**config.mk**
```make
export PLATFORM = sky130hd
export DESIGN_NAME = sbeq_ram
export DESIGN_NICKNAME = d
export VERILOG_FILES = /design/src/rtl/stereo_biquad_eq_chain_defines.svh /design/src/rtl/sbeq_ram.sv
export SDC_FILE = /design/constraint.sdc
export NUM_CORES = 2
export LEC_CHECK = 0
export BUFFER_PORTS_ARGS = -buffer_cell sky130_fd_sc_hd__clkbuf_2
export CORE_ASPECT_RATIO = 1.1
export CORE_UTILIZATION = 40
export CTS_CLUSTER_SIZE = 16
export DETAILED_ROUTE_END_ITERATION = 7
export GPL_TIMING_DRIVEN = 0
export HOLD_SLACK_MARGIN = 0.15
export SYNTH_ARGS = -nofsm -noshare
export SYNTH_HDL_FRONTEND = slang
export SYNTH_SLANG_ARGS = --single-unit
```
**constraint.sdc**
```tcl
create_clock -name aclk -period 4.2 [get_ports aclk]
set_input_delay 0.63 -clock aclk [delete_from_list [all_inputs] [get_ports aclk]]
set_output_delay 0.63 -clock aclk [all_outputs]
set_load 0.01 [all_outputs]
```
**src/rtl/stereo_biquad_eq_chain_defines.svh**
```systemverilog
// assertion helpers for the eq chain
`ifndef STEREO_BIQUAD_EQ_CHAIN_DEFINES_SVH
`define STEREO_BIQUAD_EQ_CHAIN_DEFINES_SVH

// same-cycle implication
`define SBEQ_ASSERT_NOW(label, clk, rstn, ante, cons, msg) \
    label: assert property (@(posedge clk) disable iff (!rstn) (ante) |-> (cons)) \
        else $error(msg);

// next-cycle implication
`define SBEQ_ASSERT_NEXT(label, clk, rstn, ante, cons, msg) \
    label: assert property (@(posedge clk) disable iff (!rstn) (ante) |=> (cons)) \
        else $error(msg);

`endif

```
**src/rtl/sbeq_ram.sv**
```systemverilog
`timescale 1ns / 1ps
module sbeq_ram #(
    parameter int WIDTH = 32,
    parameter int DEPTH = 64
) (
    input  logic                     aclk,
    input  logic                     wr_en,
    input  logic [$clog2(DEPTH)-1:0] wr_addr,
    input  logic [WIDTH-1:0]         wr_data,
    input  logic [$clog2(DEPTH)-1:0] rd_addr,
    output logic [WIDTH-1:0]         rd_data
);

    logic [WIDTH-1:0] mem_reg [DEPTH];
    logic [WIDTH-1:0] rd_data_reg;

    always_ff @(posedge aclk) begin
        if (wr_en) begin
            mem_reg[wr_addr] <= wr_data;
        end
        rd_data_reg <= mem_reg[rd_addr];
    end

    assign rd_data = rd_data_reg;

endmodule

```
==> results.md <==
* Status: finished, violations left
* Failing checks: capacitance limit, slew limit
* Worst IR drop on VDD at roughly 400 uV
* Most prevalent standard cell on the critical path: buf_2
* Max H-tree Level at 4
* Worst r2r src: mem_reg[27][18]
* Die Wd at 424 um
* Worst slew pin tran at 1.52 ns
* Clock Latency Late Sink at 0.88 ns
* Worst Path Buf+Inv at 4
* Worst path required time at 4.90 ns
* TritonRoute pass-1 iters at 8
* Worst R2R Setup Slack at 1.48 ns
* Port-buffer cells at 69
* Synth Cell Area at 0.0785 sq mm
* Initial antenna violation count at 20
* Final Util at 46.7%
* Final setup TNS at 0 ns
* CTS clk-pin slew, worst paths at 0.06 ns
* Yosys reg bits at 2080
* Clock root cell: clkbuf_16
* Share of layout cells above drive strength 1 at 29.7%
* Commonest cells post-synth: 2048 x edfxtp_1, 544 x mux4_2, 137 x nor2_1
* Global route overflow at 0
* Slowest CP cell: nand2_1
* Syn_nets at 3370
* Final ANT Viol Nets at 0
* Vias at 38800
* Crit-path max FO at 19
* Number of flip-flops in the largest register at between 2000 and 2500
* Die Y-Extent at 467 um
* Total power at about 0.043 W
* Most common cell in the netlist: edfxtp_1
* Number of clock sinks at 2080
* Clock tree buffer depth at 3
* Row cnt at 170
* Tot GR Track Use at approximately a quarter
* Final number of setup-violating endpoints at 0
* CTS tree: built
* Final hold vios at 0
* Area delta synth->final at 16.0%
* NumNets Final at 3739
* Max Slew Vio Count at 11
* Syn. warnings at 0
* Crit path depth at 9
* Synth top area share at 78.3%
* RSZ-0062 raised after global routing: false
* CTS buffer count at 203
* First-pass GRT wire length at 321000 um
* Final min period at 4.20 ns
* Core area at 0.195 sq mm
* Routed WL at 238000 um
* Cell Pwr Density at 477 mW/mm^2
* Max_slew headroom at -1.59%
* Hold Path Sink: mem_reg[29][26]
* WL per Instance at 36.9 um
* Largest area contributor in the netlist: edfxtp_1
* Post-synth ARST share at 0%
* Post_cts resized at 0
* DIE AREA at 0.198 sq mm
* R2R cell count at 4
* Initial DRC count at 6016
* R2R Path End: rd_data[18]
* CP delay by family, top: buffers and inverters
* Synth Flop Type: edfxtp_1
* P_leak at roughly 28 nW
* Initial core utilization at about two fifths
* Worst path cell trace: buf_2 -> buf_2 -> buf_2 -> nand2_1 -> clkbuf_1 -> o22ai_1 -> nor2_1 -> a21oi_1 -> nor2_1
* Period utilization at around 100%
* Fin Clk Skew at about 0.064 ns
* Avg Inst Size Synth at 23.6 sq um
* Largest net degree at the start of global routing at 65
* Final HPWL from detailed placement at between 150000 and 200000 um
* Cells taking the most area after synthesis: edfxtp_1 78%, mux4_2 16%, mux2i_1 1.2%
* Hold Startpoint: wr_data[26]
* CP endpoint kind: register
* Min-Delay Path Depth at 1
* Synth Instances at 3324
* Share of the yosys chip area belonging to registers at approximately four fifths
* IO Pins at 78
* CP arrival at 4.90 ns
* CP peak stage delay at ~0.73 ns
* CP Class: input port to register
* Post-synth EDFFs at 2048
* Vias in the first global route at approximately 38000
* Yosys cell types at 34
* FMAX at ~0.24 GHz
* Hold Crit Class: input port to register
* Setup crit start kind: input port
* Placer Congestion at 0.858
* Max-cap viol count at 1
* DR DRC count at 0
* Vias per std cell at 6.01
power breakdown:
group	internal (W)	switching, W	total, W
combinational	0.000804	0.00167	0.00247
clock	0.00995	0.00802	0.0180
sequential	0.0230	0.0000407	0.0230
cell usage in the layout, fill, tap and decap left out, types with 15 or more instances in the layout:
master        n
edfxtp_1   2048
mux4_2      544
clkbuf_16   204
clkbuf_1    113
mux2i_1      93
o22ai_1      84
nor2_1       75
buf_12       74
buf_2        69
a21oi_1      62
nor2_4       62
clkinv_1     51
clkbuf_2     49
clkinv_2     35
dfxtp_1      32
o221ai_1     27
buf_4        26
nand2_1      26
buf_1        19
bufinv_16    16
nor2b_1      15
stage by stage:
step	std cells	worst slack (ns)	hold WS [ns]	instance area [sq um]
2_1_floorplan	3324	0.410	0.663	78500
4_1_cts	6426	0.181	0.326	90800
6_report	6452	0.00392	0.188	91100
3_3_place_gp	5973	-3.16	0.987	82100
3_5_place_dp	6057	-1.06	0.966	84300
5_1_grt	6445	0.194	0.172	91100
worst max-delay path by stage:
stage                     from              end  slack [ns]
CTS                 rd_addr[1]      rd_data[15]        0.18
global route        rd_addr[1]      rd_data[15]        0.19
global placement    wr_addr[3]  mem_reg[49][10]       -3.16
detailed placement  rd_addr[1]      rd_data[15]       -1.06
finish              rd_addr[1]      rd_data[15]       0.004
floorplan           wr_addr[3]   mem_reg[48][0]        0.41
layout make-up:
class	count	area, sq um
well taps	2580	3230
multi-input cells	1062	16000
fillers	15800	104000
plain buffers	181	883
diodes	14	35.0
repair buffers	165	2310
clock inverters	127	1280
flip-flops and latches	2080	62100
clock buffers	243	5250
per-layer routing:
metal  routed length (um)  GRT usage, %  vias up
met4                11600          10.8        6
li1                     -             -    15000
met1                89600          31.8    21100
met5                   37             0        -
met3                20700          4.45      417
met2               116000          38.9     2192
logic make-up after synthesis:
group / after synthesis / share of synthesized area (%)
flops: 2080 / 79.1
mux: 637 / 16.8
simple gates: 223 / 1.27
compound gates: 202 / 1.67
buf+inv: 182 / 1.13
timing repair:
| item | 4_1_cts | 5_1_grt |
|---|---|---|
| setup buffers | 0 | 0 |
| hold buffers | 0 | 1 |
| endpoints found under the setup margin | 2 | 0 |
| hold endpoints to repair | 0 | 4 |
Note: power is estimated with default switching activity, not from simulation.
